<file path="src/rtl/core/lrufr_pkg.sv">
`default_nettype none
package lrufr_pkg;

   localparam int NUM_FRAMES = 16;
   localparam int FRAME_W    = 4;
   localparam int SLOT_COUNT = 1 << FRAME_W;
   localparam int CELL_COUNT = (NUM_FRAMES < SLOT_COUNT) ? NUM_FRAMES : SLOT_COUNT;
   localparam int CNT_W      = $clog2(SLOT_COUNT + 1);

   typedef enum logic [1:0] {
      OP_VICTIM = 2'd0,
      OP_PIN    = 2'd1,
      OP_UNPIN  = 2'd2,
      OP_NOP    = 2'd3
   } opcode_type;

   typedef struct packed {
      logic               pin_en;
      logic               unpin_en;
      logic [FRAME_W-1:0] frame;
   } cell_cmd_type;

endpackage
`default_nettype wire

</file>
<file path="src/rtl/core/lrufr_if.sv">
`default_nettype none
interface lrufr_req_if import lrufr_pkg::*; ();
   logic               valid;
   logic               ready;
   logic [1:0]         opcode;
   logic [FRAME_W-1:0] frame_index;

   modport source (output valid, output opcode, output frame_index, input ready);
   modport sink   (input valid, input opcode, input frame_index, output ready);
endinterface

interface lrufr_rsp_if import lrufr_pkg::*; ();
   logic               valid;
   logic               ready;
   logic               victim_found;
   logic [FRAME_W-1:0] victim_frame;
   logic [CNT_W-1:0]   tracked_count;

   modport source (output valid, output victim_found, output victim_frame,
                   output tracked_count, input ready);
   modport sink   (input valid, input victim_found, input victim_frame,
                   input tracked_count, output ready);
endinterface
`default_nettype wire

</file>
<file path="src/rtl/core/lrufr_cell.sv">
`default_nettype none
module lrufr_cell import lrufr_pkg::*; (
   input  wire logic               clock,
   input  wire logic               enable,
   input  wire cell_cmd_type       cmd,
   input  wire logic               occupied,
   input  wire logic               prev_occupied,
   input  wire logic               shift_in,
   input  wire logic [FRAME_W-1:0] next_entry,
   output logic                    shift_out,
   output logic [FRAME_W-1:0]      entry
);

   logic [FRAME_W-1:0] entry_ff;
   logic [FRAME_W-1:0] entry_in;
   logic               match;

   // a match here or upstream closes the gap by pulling from the next cell
   assign match     = cmd.pin_en && occupied && (entry_ff == cmd.frame);
   assign shift_out = shift_in || match;
   assign entry     = entry_ff;

   always_comb begin
      entry_in = entry_ff;
      if (shift_out) begin
         entry_in = next_entry;
      end else if (cmd.unpin_en && !occupied && prev_occupied) begin
         entry_in = cmd.frame;
      end
   end

   always_ff @(posedge clock) begin
      if (enable) begin
         entry_ff <= entry_in;
      end
   end

endmodule
`default_nettype wire

</file>
<file path="src/rtl/core/lru_frame_replacer.sv">
// LRU frame replacer.
// req carries an opcode (victim, pin, unpin, nop) and a frame index; rsp returns one
// word per request: victim_found, victim_frame and tracked_count after the step.
// The list sits in a row of cells, oldest at cell 0; a removal shifts every
// cell at or past the removed entry one place toward the head, an unpin writes
// the first free cell. All of this completes in the cycle the request is taken.
// Latency: the response is valid the cycle after the request is accepted.
// Throughput: one request per cycle; req.ready stays high while the response
// register is empty or being taken. While the receiver stalls, the word waits
// in the response register and req.ready stays low until it is taken.
// Reset clears the membership map, the entry count and the response register;
// no clearing pass is needed and a request is taken in the first cycle after.
`default_nettype none
module lru_frame_replacer import lrufr_pkg::*; (
   input  wire logic clock,
   input  wire logic reset,
   lrufr_req_if.sink   req,
   lrufr_rsp_if.source rsp
);

   logic [SLOT_COUNT-1:0] member_ff, member_in;
   logic [CNT_W-1:0]      count_ff, count_in;
   logic                  rsp_valid_ff;
   logic                  found_ff;
   logic [FRAME_W-1:0]    vframe_ff;

   logic                  accept;
   logic                  is_victim, is_pin, is_unpin;
   logic                  frame_member, do_victim, do_pin, do_unpin;
   cell_cmd_type          cmd;

   logic [FRAME_W-1:0]    entry_w [CELL_COUNT];
   logic [CELL_COUNT:0]   shift_w;
   logic [CELL_COUNT:0]   occ_w;

   assign req.ready = !rsp_valid_ff || rsp.ready;
   assign accept    = req.valid && req.ready;

   assign is_victim = (req.opcode == OP_VICTIM);
   assign is_pin    = (req.opcode == OP_PIN);
   assign is_unpin  = (req.opcode == OP_UNPIN);

   assign frame_member = member_ff[req.frame_index];
   assign do_victim    = is_victim && (count_ff != '0);
   assign do_pin       = is_pin && frame_member;
   assign do_unpin     = is_unpin && !frame_member && (count_ff < CNT_W'(CELL_COUNT));

   assign cmd.pin_en   = do_pin;
   assign cmd.unpin_en = do_unpin;
   assign cmd.frame    = req.frame_index;

   assign shift_w[0] = do_victim;
   assign occ_w[0]   = 1'b1;

   for (genvar i = 0; i < CELL_COUNT; i++) begin : g_cell
      logic [FRAME_W-1:0] next_entry;

      assign occ_w[i+1] = (count_ff > CNT_W'(i));
      if (i == CELL_COUNT - 1) begin : g_tail
         assign next_entry = entry_w[i];
      end else begin : g_body
         assign next_entry = entry_w[i+1];
      end

      lrufr_cell u_cell (
         .clock         (clock),
         .enable        (accept),
         .cmd           (cmd),
         .occupied      (occ_w[i+1]),
         .prev_occupied (occ_w[i]),
         .shift_in      (shift_w[i]),
         .next_entry    (next_entry),
         .shift_out     (shift_w[i+1]),
         .entry         (entry_w[i])
      );
   end

   always_comb begin
      member_in = member_ff;
      count_in  = count_ff;
      if (do_victim) begin
         member_in[entry_w[0]] = 1'b0;
         count_in              = count_ff - CNT_W'(1);
      end else if (do_pin) begin
         member_in[req.frame_index] = 1'b0;
         count_in                   = count_ff - CNT_W'(1);
      end else if (do_unpin) begin
         member_in[req.frame_index] = 1'b1;
         count_in                   = count_ff + CNT_W'(1);
      end
   end

   always_ff @(posedge clock) begin
      if (reset) begin
         member_ff    <= '0;
         count_ff     <= '0;
         rsp_valid_ff <= 1'b0;
      end else begin
         if (accept) begin
            member_ff <= member_in;
            count_ff  <= count_in;
         end
         if (accept) begin
            rsp_valid_ff <= 1'b1;
         end else if (rsp.ready) begin
            rsp_valid_ff <= 1'b0;
         end
      end
   end

   always_ff @(posedge clock) begin
      if (accept) begin
         found_ff  <= do_victim;
         vframe_ff <= do_victim ? entry_w[0] : '0;
      end
   end

   assign rsp.valid         = rsp_valid_ff;
   assign rsp.victim_found  = found_ff;
   assign rsp.victim_frame  = vframe_ff;
   assign rsp.tracked_count = count_ff;

endmodule
`default_nettype wire
</file>
<file path="src/flat_wrapper.sv">
// flat-port wrapper written by rule: the top's interface ports become plain ports
module lru_frame_replacer_flat import lrufr_pkg::*;
  (clock, reset, req_valid, req_opcode, req_frame_index, req_ready, rsp_valid, rsp_victim_found, rsp_victim_frame, rsp_tracked_count, rsp_ready);
  lrufr_req_if req_i ();
  lrufr_rsp_if rsp_i ();
  input  wire logic clock;
  input  wire logic reset;
  input wire logic [$bits(req_i.valid)-1:0] req_valid;
  input wire logic [$bits(req_i.opcode)-1:0] req_opcode;
  input wire logic [$bits(req_i.frame_index)-1:0] req_frame_index;
  output wire logic [$bits(req_i.ready)-1:0] req_ready;
  output wire logic [$bits(rsp_i.valid)-1:0] rsp_valid;
  output wire logic [$bits(rsp_i.victim_found)-1:0] rsp_victim_found;
  output wire logic [$bits(rsp_i.victim_frame)-1:0] rsp_victim_frame;
  output wire logic [$bits(rsp_i.tracked_count)-1:0] rsp_tracked_count;
  input wire logic [$bits(rsp_i.ready)-1:0] rsp_ready;
  assign req_i.valid = req_valid;
  assign req_i.opcode = req_opcode;
  assign req_i.frame_index = req_frame_index;
  assign req_ready = req_i.ready;
  assign rsp_valid = rsp_i.valid;
  assign rsp_victim_found = rsp_i.victim_found;
  assign rsp_victim_frame = rsp_i.victim_frame;
  assign rsp_tracked_count = rsp_i.tracked_count;
  assign rsp_i.ready = rsp_ready;
  lru_frame_replacer u_core (.clock(clock), .reset(reset), .req(req_i), .rsp(rsp_i));
endmodule
</file>
<file path="config.mk">
export PLATFORM = sky130hd
export DESIGN_NAME = lru_frame_replacer_flat
export DESIGN_NICKNAME = d
export VERILOG_FILES = /design/src/rtl/core/lrufr_pkg.sv /design/src/rtl/core/lrufr_if.sv /design/src/rtl/core/lrufr_cell.sv /design/src/rtl/core/lru_frame_replacer.sv /design/src/flat_wrapper.sv
export SDC_FILE = /design/constraint.sdc
export NUM_CORES = 1
export LEC_CHECK = 0
export ABC_AREA = 0
export BUFFER_PORTS_ARGS = -buffer_cell sky130_fd_sc_hd__buf_2
export CAP_MARGIN = 20
export CORE_MARGIN = 4
export CORE_UTILIZATION = 60
export DETAILED_ROUTE_END_ITERATION = 16
export PLACE_DENSITY = 0.84
export SYNTH_ARGS = -nofsm -noshare
export SYNTH_HDL_FRONTEND = slang
export SYNTH_SLANG_ARGS = --single-unit
</file>
<file path="constraint.sdc">
create_clock -name clock -period 5.9 [get_ports clock]
set_input_delay 0.295 -clock clock [delete_from_list [all_inputs] [get_ports clock]]
set_output_delay 0.295 -clock clock [all_outputs]
set_load 0.05 [all_outputs]
</file>
# Word level (Yosys, flattened, before mapping)
# Index checks and enable logic that the tools add are counted.
word_totals:
  output_inout_bits: 12
  ff_bits: 91
  inputBits: 10
op_classes:
  magnitude_cmp: 21
  add_sub_neg: 2
  reduce_logical: 141
  bitwise: 6
  muxes: 44
  n_eq_ne: 18
ops:
  columns: ["op", "count"]
  rows:
  - ["2-to-1 mux 4 bit", 30]
  - ["logical AND 1 bit", 70]
  - ["equality test 4 bit", 16]
  - ["2-to-1 mux 16 bit", 3]
  - ["greater-than comparator 5 x 4 -> 1 bit (second input constant)", 8]
  - ["AND 16 bit", 2]
  - ["NOT 16 bit", 2]
  - ["AND reduction 2 bit", 16]
  - ["nonzero test 2 bit", 16]
  - ["greater-than comparator 5 x 3 -> 1 bit (second input constant)", 4]
  - ["logical NOT 1 bit", 18]
  - ["logical OR 1 bit", 17]
  - ["bitwise OR 16 bit", 1]
  - ["2-to-1 mux 5 bit", 3]
  - ["greater-than comparator 5 x 1 -> 1 bit (second input constant)", 2]
  - ["greater-than comparator 5 x 2 -> 1 bit (second input constant)", 2]
  - ["less-than comparator 4 x 5 -> 1 bit (second input constant)", 2]
  - ["demux 1 bit (select 4 bit)", 2]
  - [">= comparator 4 x 1 -> 1 bit (second input constant)", 2]
  - ["adder 5 x 1 -> 5 bit (second input constant)", 1]
  - ["less-than comparator 5 bit (second input constant)", 1]
  - ["2-to-1 mux 1 bit", 5]
  - ["nonzero test 5 bit", 1]
  - ["subtractor 5 x 1 -> 5 bit (second input constant)", 1]
  - ["7 further kinds", 7]

# Depth between registers and ports, before layout
# Gate-level depths: netlist of run 1.
logic_depth:
  ltp_word: 23
  depth_mapped: 12

# By module
# From an unflattened synthesis of run 1, not the netlist that was laid out.
hier_totals:
  cells_unflattened: 571
  area_unflattened_um2: 6229.7
by_module_without_submodules:
  columns: ["mod", "cells_each", "seq_area_each_um2", "area_per_inst_um2", "n_inst"]
  rows:
  - ["lrufr_cell", 17, 120.1, 245.2, 16]
  - ["lru_frame_replacer", 299, 590.6, 2306.0, 1]

# Worst setup path before layout of run 1
# Ideal clock, no wire load.
synth_timing:
  kind: "reg-to-reg"
  from: "register u_core.count_ff[1] (netlist: u_core.rsp.tracked_count[1])"
  to: "register u_core.g_cell[9].u_cell.entry_ff[0] (enable)"
  setup_time_ns: 0.339
  period_less_slack_ns: 2.944
  path_slack_ns: 2.956
  arrival_ns: 2.604
  n_path_buf: 2
  path_stages_with_launch: 11
  path_cell_list: "dfxtp_1 buf_2 inv_1 ha_1 o21ba_2 a21boi_0 o2bb2ai_1 nand2b_1 clkbuf_1 a22oi_4 a21oi_1"
synth_via:
  elab_chain_len: 15
synth_rtl:
  columns: ["element", "line_no", "rtl"]
  rows:
  - ["start, declared", "lru_frame_replacer.sv:22", "logic [CNT_W-1:0] count_ff, count_in;"]
  - ["start signal, assigned", "lru_frame_replacer.sv:101", "count_ff <= count_in;"]
  - ["greater-than comparator 5 x 1 -> 1 bit", "lru_frame_replacer.sv:58", "assign occ_w[i+1] = (count_ff > CNT_W'(i));"]
  - ["logical AND 1 bit (2 in a row)", "lrufr_cell.sv:19", "assign match = cmd.pin_en && occupied && (entry_ff == cmd.frame);"]
  - ["logical OR 1 bit (10 in a row)", "lrufr_cell.sv:20", "assign shift_out = shift_in || match;"]
  - ["nonzero test 2 bit (no line) (*)", null, null]
  - ["AND reduction 2 bit (no line) (*)", null, null]
  - ["end signal, assigned", "lrufr_cell.sv:34", "entry_ff <= entry_in;"]
  - ["end, declared", "lrufr_cell.sv:14", "logic [FRAME_W-1:0] entry_ff;"]
# Mark *: on every way between the ends. The rest lies on a longest branch, timed or not.
# A chain may end at the register's enable or synchronous reset.

# Worst setup path in the final report of run 1
layout_timing:
  from: "register u_core.count_ff[2] (netlist: u_core.rsp.tracked_count[2])"
  to: "register u_core.g_cell[12].u_cell.entry_ff[2] (enable)"
layout_via:
  elab_chain_len: 18
layout_rtl:
  columns: ["element", "line_no"]
  rows:
  - ["greater-than comparator 5 x 1 -> 1 bit", "lru_frame_replacer.sv:58"]
  - ["logical AND 1 bit (2 in a row)", "lrufr_cell.sv:19"]
  - ["logical OR 1 bit (13 in a row)", "lrufr_cell.sv:20"]
  - ["nonzero test 2 bit (no line) (*)", null]
  - ["AND reduction 2 bit (no line) (*)", null]
  - ["end signal, assigned", "lrufr_cell.sv:34"]
  - ["end, declared", "lrufr_cell.sv:14"]
# Marked as above.

==> results of run 1 <==
[metal layers]
metal | part of all wire | vias to the layer above | GRT usage
met4 | 0.035 | 0 | 0.107
met1 | 0.41 | 2508 | 0.330
li1 | - | 2434 | -
met5 | 0 | - | 0
met3 | 0.085 | 54 | 0.0625
met2 | 0.47 | 300 | 0.407
[how the worst max path moves through the flow]
stage,start,endpoint,slack (ns),depth (start not counted)
4_1_cts,u_core.rsp.tracked_count[2]$_SDFFE_PP0P_,u_core.g_cell[12].u_cell.entry[2]$_DFFE_PP_,1.71,8
5_1_grt,u_core.rsp.tracked_count[2]$_SDFFE_PP0P_,u_core.g_cell[12].u_cell.entry[2]$_DFFE_PP_,1.27,8
6_report,u_core.rsp.tracked_count[2]$_SDFFE_PP0P_,u_core.g_cell[12].u_cell.entry[2]$_DFFE_PP_,1.57,8
2_1_floorplan,u_core.rsp.tracked_count[1]$_SDFFE_PP0P_,u_core.g_cell[9].u_cell.entry[0]$_DFFE_PP_,2.96,10
3_3_place_gp,u_core.rsp.tracked_count[2]$_SDFFE_PP0P_,u_core.g_cell[11].u_cell.entry[1]$_DFFE_PP_,1.91,8
3_5_place_dp,u_core.rsp.tracked_count[2]$_SDFFE_PP0P_,u_core.g_cell[12].u_cell.entry[1]$_DFFE_PP_,1.73,8
[synth_stat cells (10+ instances only)]
library cell  number  area [um2]
a211oi_1          13        97.6
mux2_2            36         405
nand3_1           29         145
buf_4             13        97.6
nor4_1            11        68.8
and2_1            14        87.6
nor2_1            19        71.3
dfxtp_1           22         440
inv_1             10        37.5
a21oi_1           31         155
xnor2_1           27         236
nand2b_1          17         106
a41oi_1           10        87.6
xor2_1            33         289
o211ai_1          37         278
clkbuf_1          24        90.1
buf_2             14        70.1
nand2_1           52         195
edfxtp_1          69        2070
a31oi_1           17         106
[per-stage QoR]
stage	hold WS (ns)	cell area (um2)	instances	utilization	power, mW
after floorplan	0.394	6500	652	-	1.00
after detailed placement	0.516	6450	751	0.620	1.05
after global routing	0.137	6750	768	0.648	1.68
after CTS	0.122	6730	767	0.646	1.62
final	0.143	6750	768	0.648	1.62
after global placement	0.497	6450	751	0.620	1.04
[tightest hold or removal path, cell delays in order]
cell and delay, ns:
buf_2 0.10, inv_1 0.04, a21oi_1 0.05
[cells by family after synthesis]
family          after synthesis
simple gates                197
flops                        91
compound gates              179
fa+ha+maj                     5
xor+xnor                     60
buf+inv                      74
mux                          46
[power groups by stage]
stage               clock (mW)  combinational, mW  sequential, mW
CTS                      0.581              0.309           0.730
detailed placement           0              0.307           0.745
floorplan                    0              0.249           0.753
global route             0.609              0.341           0.734
finish                   0.578              0.316           0.731
global placement             0              0.298           0.744
[final cells by class]
type                    instances  area [um2]
fillers                       804        3660
multi-input cells             487        3590
flip-flops and latches         91        2510
well taps                     136         170
repair buffers                 26         163
clock inverters                 7         148
clock buffers                   9         124
inverters                      12        45.0
==> results by group, run 1 <==
Run status
  – Status: completed

Clock network
  – Clk sinks: 91
  – Clk pin slew, worst setup/hold paths: 0.10 ns
  – Root Buffer: clkbuf_8
  – # Post-CTS Setup Buffers: 0
  – CTS Hold Bufs: 0
  – Clock buffer count from CTS: 9
  – H-tree depth: 3
  – CTS resizes: 0
  – CTS tree: done
  – Insertion delay of the later-clocked pin in the worst-skew pair: 0.39 ns
  – Bufs on Longest Clock Path: 2

Logic synthesis
  – Post-Synth Simple-Gate Area: 0.167
  – Avg Synthesized Cell Area: 9.97 um2
  – Post-synth EDFFs: 69
  – #FFs+latches synth: 91
  – Syn Nets: 667
  – Mux cell area share after synthesis: 0.0804
  – Sequential-to-total area share from yosys stat: 0.386
  – Synth warn: 0
  – Post-Synth XOR/XNOR Area: 0.0808
  – Primary FF master, synth: edfxtp_1
  – Distinct cells, synth: 79
  – Main combinational cell family by area after synthesis: compound AO/OA/AOI/OAI gates
  – Compound-Gate Fraction of Synth Area: 0.215
  – Synth Area in Adders: 0.00962
  – Mapped cell area: 6500 um2
  – Cells after Synth: 652
  – Async S/R FF share, synth: 0

Power
  – Worst VDD drop: 0.151 mV
  – Power Density: 241 nW/um2
  – Psw: 480 uW
  – Sw frac: 0.295
  – Share of power burned in registers: 0.450
  – P_int: 1.15 mW
  – Clock share of power: 0.355
  – Pleak: 2.26 nW
  – Gate power share: 0.195

Floorplan
  – Total die area: 12,600 um2
  – Initial Utilization: 0.624
  – Row count: 37
  – Die Y: 112 um
  – I/O Pins: 22
  – Die width: 112 um
  – Core area: 10,400 um2

Place
  – Placer Congestion: 0.915
  – Hpwl dp: 11.0 mm
  – Place WS: 1.73 ns
  – Port Buf Inserts: 21

Finish
  – Commonest non-fill, non-tap cell in the layout: edfxtp_1
  – Area grow syn2layout: 3.89%
  – Layout cell share with drive strength beyond 1: 0.165
  – N_diodes: 0
  – Most frequent cells in the layout: 69 x edfxtp_1, 52 x nand2_1, 37 x o211ai_1, 36 x mux2_2, 33 x xor2_1
  – # nets final: 642

Worst setup path
  – CP endpoint kind: register
  – Reg2reg start: u_core.rsp.tracked_count[2]$_SDFFE_PP0P_
  – Worst path cell trace: nor3_4 > a211o_2 > inv_2 > a41oi_4 > nand4_2 > buf_4 > o21ai_0 > a31oi_1
  – Crit path launch type: register
  – R2R Path End: u_core.g_cell[12].u_cell.entry[2]$_DFFE_PP_
  – CP max stage cell: a211o_2
  – Crit path max-delay family: compound AO/OA/AOI/OAI gates
  – Critical path class: reg2reg
  – Crit path required time: 5.97 ns
  – Reg2Reg Depth: 8
  – Crit path buf inv count: 2
  – Crit path arrival time: 4.40 ns
  – Critical path fanouts, max: 39
  – Flop-to-flop setup slack: 1.57 ns
  – CP max stage delay: 0.61 ns

Timing
  – Final Hold Fails: 0
  – Worst slew margin: 0.378
  – Total negative setup slack: 0 ns
  – # setup viols final: 0
  – Slew Viols, Final: 0
  – Layout Skew: 0.0152 ns
  – Final period util: 0.734
  – FMAX: 231 MHz
  – PnR worst setup slack: 1.57 ns
  – Final min period: 4.33 ns
  – Slew @ Worst Pin: 0.931 ns
  – RSZ-0062 raised after global routing: no

Run
  – Max-cap violation count: 0

Route
  – Drt total wl: 16.0 mm
  – Pre-antenna DRT Iters: 5
  – DRC errors left: 0
  – Routed Antenna Nets: 0
  – 1st-iter DRT viols: 577
  – Wire length per cell: 20.9 um
  – Via count: 5,296
  – DR vias/cell: 6.90

Global routing
  – GRT Util Overall: 0.254
  – Initial antenna violation count: 0
  – First-pass GRT wire length: 25.8 mm
  – Global route total overflow: 0
  – Vias in the first global route: 4,921
  – Pin count of the biggest net entering global routing: 41

Hold path
  – Hold Path Origin: req_valid
  – Hold Crit Class: in2reg
  – Hold Path Stages: 3
  – Hold Path End: u_core.rsp.valid$_SDFFE_PP0P_
(Power assumes the default switching activity.)
==> run 2: changes to the inputs <==
--- a/config.mk
+++ b/config.mk
@@ -5,13 +5,13 @@
 export SDC_FILE = /design/constraint.sdc
 export NUM_CORES = 1
 export LEC_CHECK = 0
-export ABC_AREA = 0
+export ABC_AREA = 1
 export BUFFER_PORTS_ARGS = -buffer_cell sky130_fd_sc_hd__buf_2
 export CAP_MARGIN = 20
 export CORE_MARGIN = 4
-export CORE_UTILIZATION = 60
+export CORE_UTILIZATION = 56
 export DETAILED_ROUTE_END_ITERATION = 16
-export PLACE_DENSITY = 0.84
+export PLACE_DENSITY = 0.83
 export SYNTH_ARGS = -nofsm -noshare
 export SYNTH_HDL_FRONTEND = slang
 export SYNTH_SLANG_ARGS = --single-unit
==> constraint.sdc (replaced) <==
create_clock -name clock -period 3.8 [get_ports clock]
set_input_delay 0.19 -clock clock [delete_from_list [all_inputs] [get_ports clock]]
set_output_delay 0.19 -clock clock [all_outputs]
set_load 0.05 [all_outputs]
==> results by group, run 2 <==
Global routing
  – First-pass GRT wire length: 24.1 mm (-6.7%)
  – Pin count of the biggest net entering global routing: 22 (-46%)
  – Initial antenna violation count: 0 (unchanged)
  – Global route total overflow: 0 (unchanged)
  – Vias in the first global route: 4,985 (+1.3%)
  – GRT Util Overall: 0.266 (+0.0119)

Clock network
  – CTS tree: done
  – Clock buffer count from CTS: 9 (unchanged)
  – Insertion delay of the later-clocked pin in the worst-skew pair: 0.38 ns (about the same)
  – CTS Hold Bufs: 0 (unchanged)
  – Bufs on Longest Clock Path: 2 (unchanged)
  – H-tree depth: 3 (unchanged)
  – Clk sinks: 91 (unchanged)
  – Clk pin slew, worst setup/hold paths: 0.09 ns (about the same)
  – Root Buffer: clkbuf_8

Route
  – Via count: 5,143 (-2.9%)
  – 1st-iter DRT viols: 517 (-10%)
  – Pre-antenna DRT Iters: 6 (+1)
  – Wire length per cell: 17.8 um (-14%)
  – DR vias/cell: 6.13 (-11%)
  – DRC errors left: 0 (unchanged)
  – Drt total wl: 15.0 mm (-6.6%)
  – Routed Antenna Nets: 0 (unchanged)

Timing
  – Final Hold Fails: 0 (unchanged)
  – Layout Skew: 0.0159 ns (+0.000711 ns)
  – FMAX: 292 MHz (+27%)
  – Worst slew margin: 0.548 (+0.170)
  – Hold_ws: 0.110 ns (-0.0328 ns)
  – Final min period: 3.42 ns (-0.911 ns)
  – # setup viols final: 0 (unchanged)
  – Slew @ Worst Pin: 0.676 ns (-0.255 ns)
  – Final period util: 0.900 (+0.166)
  – RSZ-0062 raised after global routing: no
  – Slew Viols, Final: 0 (unchanged)
  – Total negative setup slack: 0 ns (unchanged)

Place
  – Hpwl dp: 10.6 mm (-3.8%)
  – Post-DP Area: 5840 um2 (-9.6%)
  – Placer Congestion: 0.970 (+6.0%)
  – Port Buf Inserts: 21 (unchanged)

Logic synthesis
  – Syn Nets: 693 (+3.9%)
  – Sequential-to-total area share from yosys stat: 0.452 (+0.0651)
  – Compound-Gate Fraction of Synth Area: 0.141 (-0.0744)
  – Synth cell count leaders: 139 x nand2_1, 82 x nor2_1, 69 x edfxtp_1
  – Synth area leader: edfxtp_1
  – Post-synth EDFFs: 69 (unchanged)
  – Synth warn: 0 (unchanged)
  – #FFs+latches synth: 91 (unchanged)
  – Post-synth top area share: 0.372 (+0.0537)
  – Mapped cell area: 5560 um2 (-14%)
  – Most common cell in the synthesized netlist: nand2_1
  – Post-Synth XOR/XNOR Area: 0.0881 (+0.00732)
  – Mux cell area share after synthesis: 0 (-0.0804)
  – Main combinational cell family by area after synthesis: simple AND/OR/NAND/NOR gates
  – Primary FF master, synth: edfxtp_1
  – Post-Synth Simple-Gate Area: 0.248 (+0.0816)
  – Async S/R FF share, synth: 0 (unchanged)
  – Synth Area in Adders: 0.0112 (+0.00162)
  – Top cells by area, synth: edfxtp_1 37%, nand2_1 9.4%, dfxtp_1 7.9%, nor2_1 5.5%, o21ai_0 5.1%
  – Distinct cells, synth: 38 (-52%)
  – Cells after Synth: 678 (+4.0%)
  – Avg Synthesized Cell Area: 8.21 um2 (-18%)

Finish
  – Final instance area: 6090 um2 (-9.8%)
  – Layout cell share with drive strength beyond 1: 0.103 (-0.0612)
  – Commonest non-fill, non-tap cell in the layout: nand2_1
  – # nets final: 716 (+12%)
  – N_diodes: 0 (unchanged)
  – Area grow syn2layout: 9.44%
  – Most frequent cells in the layout: 139 x nand2_1, 82 x nor2_1, 69 x edfxtp_1, 57 x o21ai_0, 52 x a21oi_1

Worst setup path
  – CP max stage cell: dfxtp_1
  – Crit path arrival time: 3.54 ns (-0.86 ns)
  – CP max stage delay: 0.39 ns (-0.22 ns)
  – Worst path cell trace: nor2_2 > nand2_1 > inv_1 > nand2_1 > nand2_1 > nand2_4 > nand2_2 > nand4_4 > nor2_4 > nand4_4 > nor2_4 > nand4_4 > nor2_8 > inv_2 > nand2_1 > o21ai_1
  – CP endpoint kind: register
  – Critical path class: reg2reg
  – Critical path's most frequent cell: nand2_1
  – Crit path required time: 3.92 ns (-2.05 ns)
  – Critical path fanouts, max: 12 (-69%)
  – Crit path launch type: register

Floorplan
  – I/O Pins: 22 (unchanged)
  – Core area: 9730 um2 (-6.6%)
  – Die Y: 108 um (-3.9%)
  – Initial Utilization: 0.572 (-0.0523)
  – Die width: 108 um (-3.9%)
  – Total die area: 11,600 um2 (-7.7%)
  – Row count: 36 (-2.7%)

Hold path
  – Hold Crit Class: in2reg

Power
  – Power Density: 374 nW/um2 (+55%)
  – Worst VDD drop: 0.225 mV (+49%)
  – Pleak: 2.35 nW (+3.6%)

Run status
  – Status: completed

Run
  – Max-cap violation count: 0 (unchanged)
[run 2: cell count changes after synthesis, moves of 28 or more]
cell,before,now
inv_1,10,38
mux2_2,36,0
nand2_1,52,139
nor2_1,19,82
o211ai_1,37,0
o21ai_0,7,57
[run 2: through the flow]
stage	power, mW	std cells	util	worst slack, ns
after floorplan	1.40	678	-	0.941
after global placement	1.49	823	0.600	0.372
after detailed placement	1.50	823	0.600	0.206
after CTS	2.28	839	0.625	0.351
after global routing	2.37	839	0.626	0.0745
final	2.28	839	0.626	0.381
[run 2: cell families (layout without fill, tap and decap cells)]
family,after synthesis,count (layout)
DFF,91,91
AOI/OAI and AO/OA,142,142
buffers and inverters,79,107
and+or+nand+nor,305,305
adders and majority gates,5,5
xor gates and xnor gates,56,56
[run 2: what timing repair did]
action	in CTS	in global routing
endpoints found under the setup margin	0	10
resized for setup	0	1
setup buffers	0	0
hold endpoints to repair	0	0
[run 2: where the power goes]
group          switching [mW]  internal [mW]  leakage (nW)
combinational           0.261          0.106          1.42
sequential             0.0207           1.10         0.806
clock                   0.354          0.439         0.117
[run 2: worst max-delay path, delay by kind of cell, from the launching register on]
| kind | cells | cell delay, ns |
|---|---|---|
| AND/OR/NAND/NOR | 13 | 2.47 |
| buffers and inverters | 2 | 0.21 |
| AO/OA/AOI/OAI | 1 | 0.08 |
| flip-flops | 1 | 0.39 |
[run 2: cell type report]
type	count	area, um2
clock buffers	10	128
clock inverters	6	115
fillers	853	3640
inverters	50	188
multi-input cells	508	2730
flip-flops and latches	91	2510
well taps	133	166
repair buffers	41	255
[run 2: path summary, 6_finish.rpt]
check / from / endpoint / slack (ns) / cells after the start
worst min-delay path: rsp_ready / u_core.rsp.valid$_SDFFE_PP0P_ / 0.11 / 4
worst min register to register: register / register / 0.48 / 2
worst max register to register: u_core.rsp.tracked_count[4]$_SDFFE_PP0P_ / u_core.g_cell[13].u_cell.entry[1]$_DFFE_PP_ / 0.38 / 16
worst max-delay path: u_core.rsp.tracked_count[4]$_SDFFE_PP0P_ / u_core.g_cell[13].u_cell.entry[1]$_DFFE_PP_ / 0.38 / 16
[run 2: per-layer routing]
| layer | track usage | up-vias | wire length [um] |
|---|---|---|---|
| met4 | 0.120 | 0 | 474 |
| met1 | 0.333 | 2374 | 5910 |
| met3 | 0.0498 | 65 | 1420 |
| li1 | - | 2379 | - |
| met2 | 0.446 | 325 | 7160 |
| met5 | 0 | - | 0 |
==> run 3: changes to the inputs <==
==> constraint.sdc (replaced) <==
create_clock -name clock -period 3.8 [get_ports clock]
set_input_delay 0.76 -clock clock [delete_from_list [all_inputs] [get_ports clock]]
set_output_delay 0.76 -clock clock [all_outputs]
set_load 0.05 [all_outputs]
==> results by group, run 3 (synthesized netlist as in run 2, its figures left out) <==
Timing
  – Worst slew margin: 0.531 (-0.0166)
  – RSZ-0062 raised after global routing: no
  – Total negative setup slack: 0 ns (unchanged)
  – Layout Skew: 0.00805 ns (-0.00782 ns)
  – Final Hold Fails: 0 (unchanged)
  – # setup viols final: 0 (unchanged)
  – Final period util: 0.900 (about the same)
  – FMAX: 292 MHz (about the same)
  – Final min period: 3.42 ns (+0.00280 ns)
  – Slew Viols, Final: 0 (unchanged)
  – Slew @ Worst Pin: 0.701 ns (+0.0248 ns)

Floorplan
  – Initial Utilization: 0.572 (unchanged)
  – Core area: 9730 um2 (unchanged)
  – Total die area: 11,600 um2 (unchanged)
  – Row count: 36 (unchanged)
  – I/O Pins: 22 (unchanged)
  – Die Y: 108 um (unchanged)
  – Die width: 108 um (unchanged)

Place
  – Hpwl dp: 10.4 mm (-2.3%)
  – Placer Congestion: 1.01 (+4.1%)
  – Port Buf Inserts: 21 (unchanged)
  – Post-DP Area: 5870 um2 (+0.51%)

Power
  – Worst VDD drop: 0.170 mV (-24%)
  – Gate power share: 0.168 (+0.007)
  – Pleak: 2.35 nW (about the same)
  – Clock share of power: 0.324 (-0.024)
  – Share of power burned in registers: 0.508 (+0.017)
  – Sw frac: 0.286 (+0.00626)
  – P_int: 1.57 mW (-4.2%)
  – Power Density: 362 nW/um2 (-3.2%)
  – Psw: 629 uW (-1.2%)

Route
  – Routed Antenna Nets: 0 (unchanged)
  – Drt total wl: 14.6 mm (-2.5%)
  – DRC errors left: 0 (unchanged)
  – 1st-iter DRT viols: 678 (+31%)
  – Pre-antenna DRT Iters: 5 (-1)
  – Wire length per cell: 17.3 um (-3.0%)
  – Via count: 5,042 (-2.0%)
  – DR vias/cell: 5.98 (-2.4%)

Finish
  – Area grow syn2layout: 9.22%
  – Final instance area: 6080 um2 (-0.21%)
  – N_diodes: 0 (unchanged)
  – Most frequent cells in the layout: 139 x nand2_1, 82 x nor2_1, 69 x edfxtp_1, 57 x o21ai_0, 52 x a21oi_1
  – Layout cell share with drive strength beyond 1: 0.107 (+0.00364)
  – # nets final: 720 (+0.56%)
  – Commonest non-fill, non-tap cell in the layout: nand2_1

Clock network
  – Clk pin slew, worst setup/hold paths: 0.09 ns (about the same)
  – Insertion delay of the later-clocked pin in the worst-skew pair: 0.37 ns (about the same)
  – Clk sinks: 91 (unchanged)
  – # Post-CTS Setup Buffers: 0 (unchanged)
  – CTS Hold Bufs: 0 (unchanged)
  – Bufs on Longest Clock Path: 2 (unchanged)
  – CTS tree: done
  – H-tree depth: 3 (unchanged)
  – CTS resizes: 0 (unchanged)
  – Clock buffer count from CTS: 9 (unchanged)
  – Root Buffer: clkbuf_8

Worst setup path
  – Crit path arrival time: 3.54 ns (about the same)
  – Worst path cell trace: buf_2 > inv_2 > nand2_1 > nand2_1 > nand2_1 > nand2_1 > nand2_1 > nand2_1 > o21ai_4 > nand2_4 > nand2_2 > nand4_4 > nor2_4 > nand4_2 > nor2_4 > nand4_4 > nor2_8 > inv_2 > nand2_1 > o21ai_1
  – CP max stage delay: 0.26 ns (-0.13 ns)
  – Crit path launch type: input pin
  – Critical path's most frequent cell: nand2_1
  – Critical path fanouts, max: 19 (+7)
  – CP max stage cell: o21ai_4
  – Crit path max-delay family: simple AND/OR/NAND/NOR gates
  – CP endpoint kind: register
  – Critical path class: in2reg
  – Crit path buf inv count: 3 (+1)
  – Crit path required time: 3.92 ns (about the same)

Global routing
  – Vias in the first global route: 4,706 (-5.6%)
  – First-pass GRT wire length: 23.8 mm (-1.2%)
  – Pin count of the biggest net entering global routing: 22 (unchanged)
  – Initial antenna violation count: 0 (unchanged)
  – Global route total overflow: 0 (unchanged)
  – GRT Util Overall: 0.263 (-0.00279)

Run status
  – Status: completed

Run
  – Max-cap violation count: 0 (unchanged)

Hold path
  – Hold Crit Class: reg2reg
-- run 3: stage by stage --
stage / power (mW) / util / std cells / setup WS (ns) / hold slack [ns]
floorplan: 1.40 / - / 678 / 0.767 / 0.444
global placement: 1.49 / 0.603 / 827 / 0.184 / 0.455
detailed placement: 1.50 / 0.603 / 827 / 0.0403 / 0.470
CTS: 2.20 / 0.625 / 843 / 0.430 / 0.483
global route: 2.29 / 0.625 / 843 / 0.0762 / 0.499
finish: 2.20 / 0.625 / 843 / 0.378 / 0.485
-- run 3: worst reg2reg max path: cells and delay by family (launching register included) --
| kind | cells | cell delay [ns] |
|---|---|---|
| buffers and inverters | 2 | 0.42 |
| flip-flops | 1 | 0.52 |
| AND/OR/NAND/NOR | 11 | 1.44 |
| AO/OA/AOI/OAI | 1 | 0.39 |
-- run 3: per-layer routing --
metal	track usage	up-vias	part of all wire
met4	0.0974	0	0.020
met5	0	-	0
met2	0.432	266	0.47
met3	0.0432	35	0.087
met1	0.351	2357	0.42
li1	-	2384	-
-- run 3: power by group through the flow --
stage | logic [mW] | clock network, mW | registers [mW]
2_1_floorplan | 0.234 | 0 | 1.16
3_3_place_gp | 0.351 | 0 | 1.14
3_5_place_dp | 0.361 | 0 | 1.14
4_1_cts | 0.363 | 0.721 | 1.12
5_1_grt | 0.402 | 0.766 | 1.12
6_report | 0.370 | 0.714 | 1.12
-- run 3: area by class of cell --
class                           instances  area, um2
Multi-Input combinational cell        508       2720
Clock inverter                          5       77.6
Fill cell                             846       3650
Tap cell                              133        166
Timing Repair Buffer                   45        285
Sequential cell                        91       2510
Clock buffer                           11        131
Inverter                               50        188
-- run 3: final timing paths --
path / end / slack (ns) / cells past startpoint / from
hold reg to reg: register / 0.49 / 2 / register
setup reg to reg: u_core.g_cell[13].u_cell.entry[2]$_DFFE_PP_ / 0.69 / 14 / u_core.rsp.tracked_count[2]$_SDFFE_PP0P_
setup / recovery: u_core.g_cell[13].u_cell.entry[3]$_DFFE_PP_ / 0.38 / 20 / req_frame_index[0]
hold / removal: register / 0.49 / 2 / register
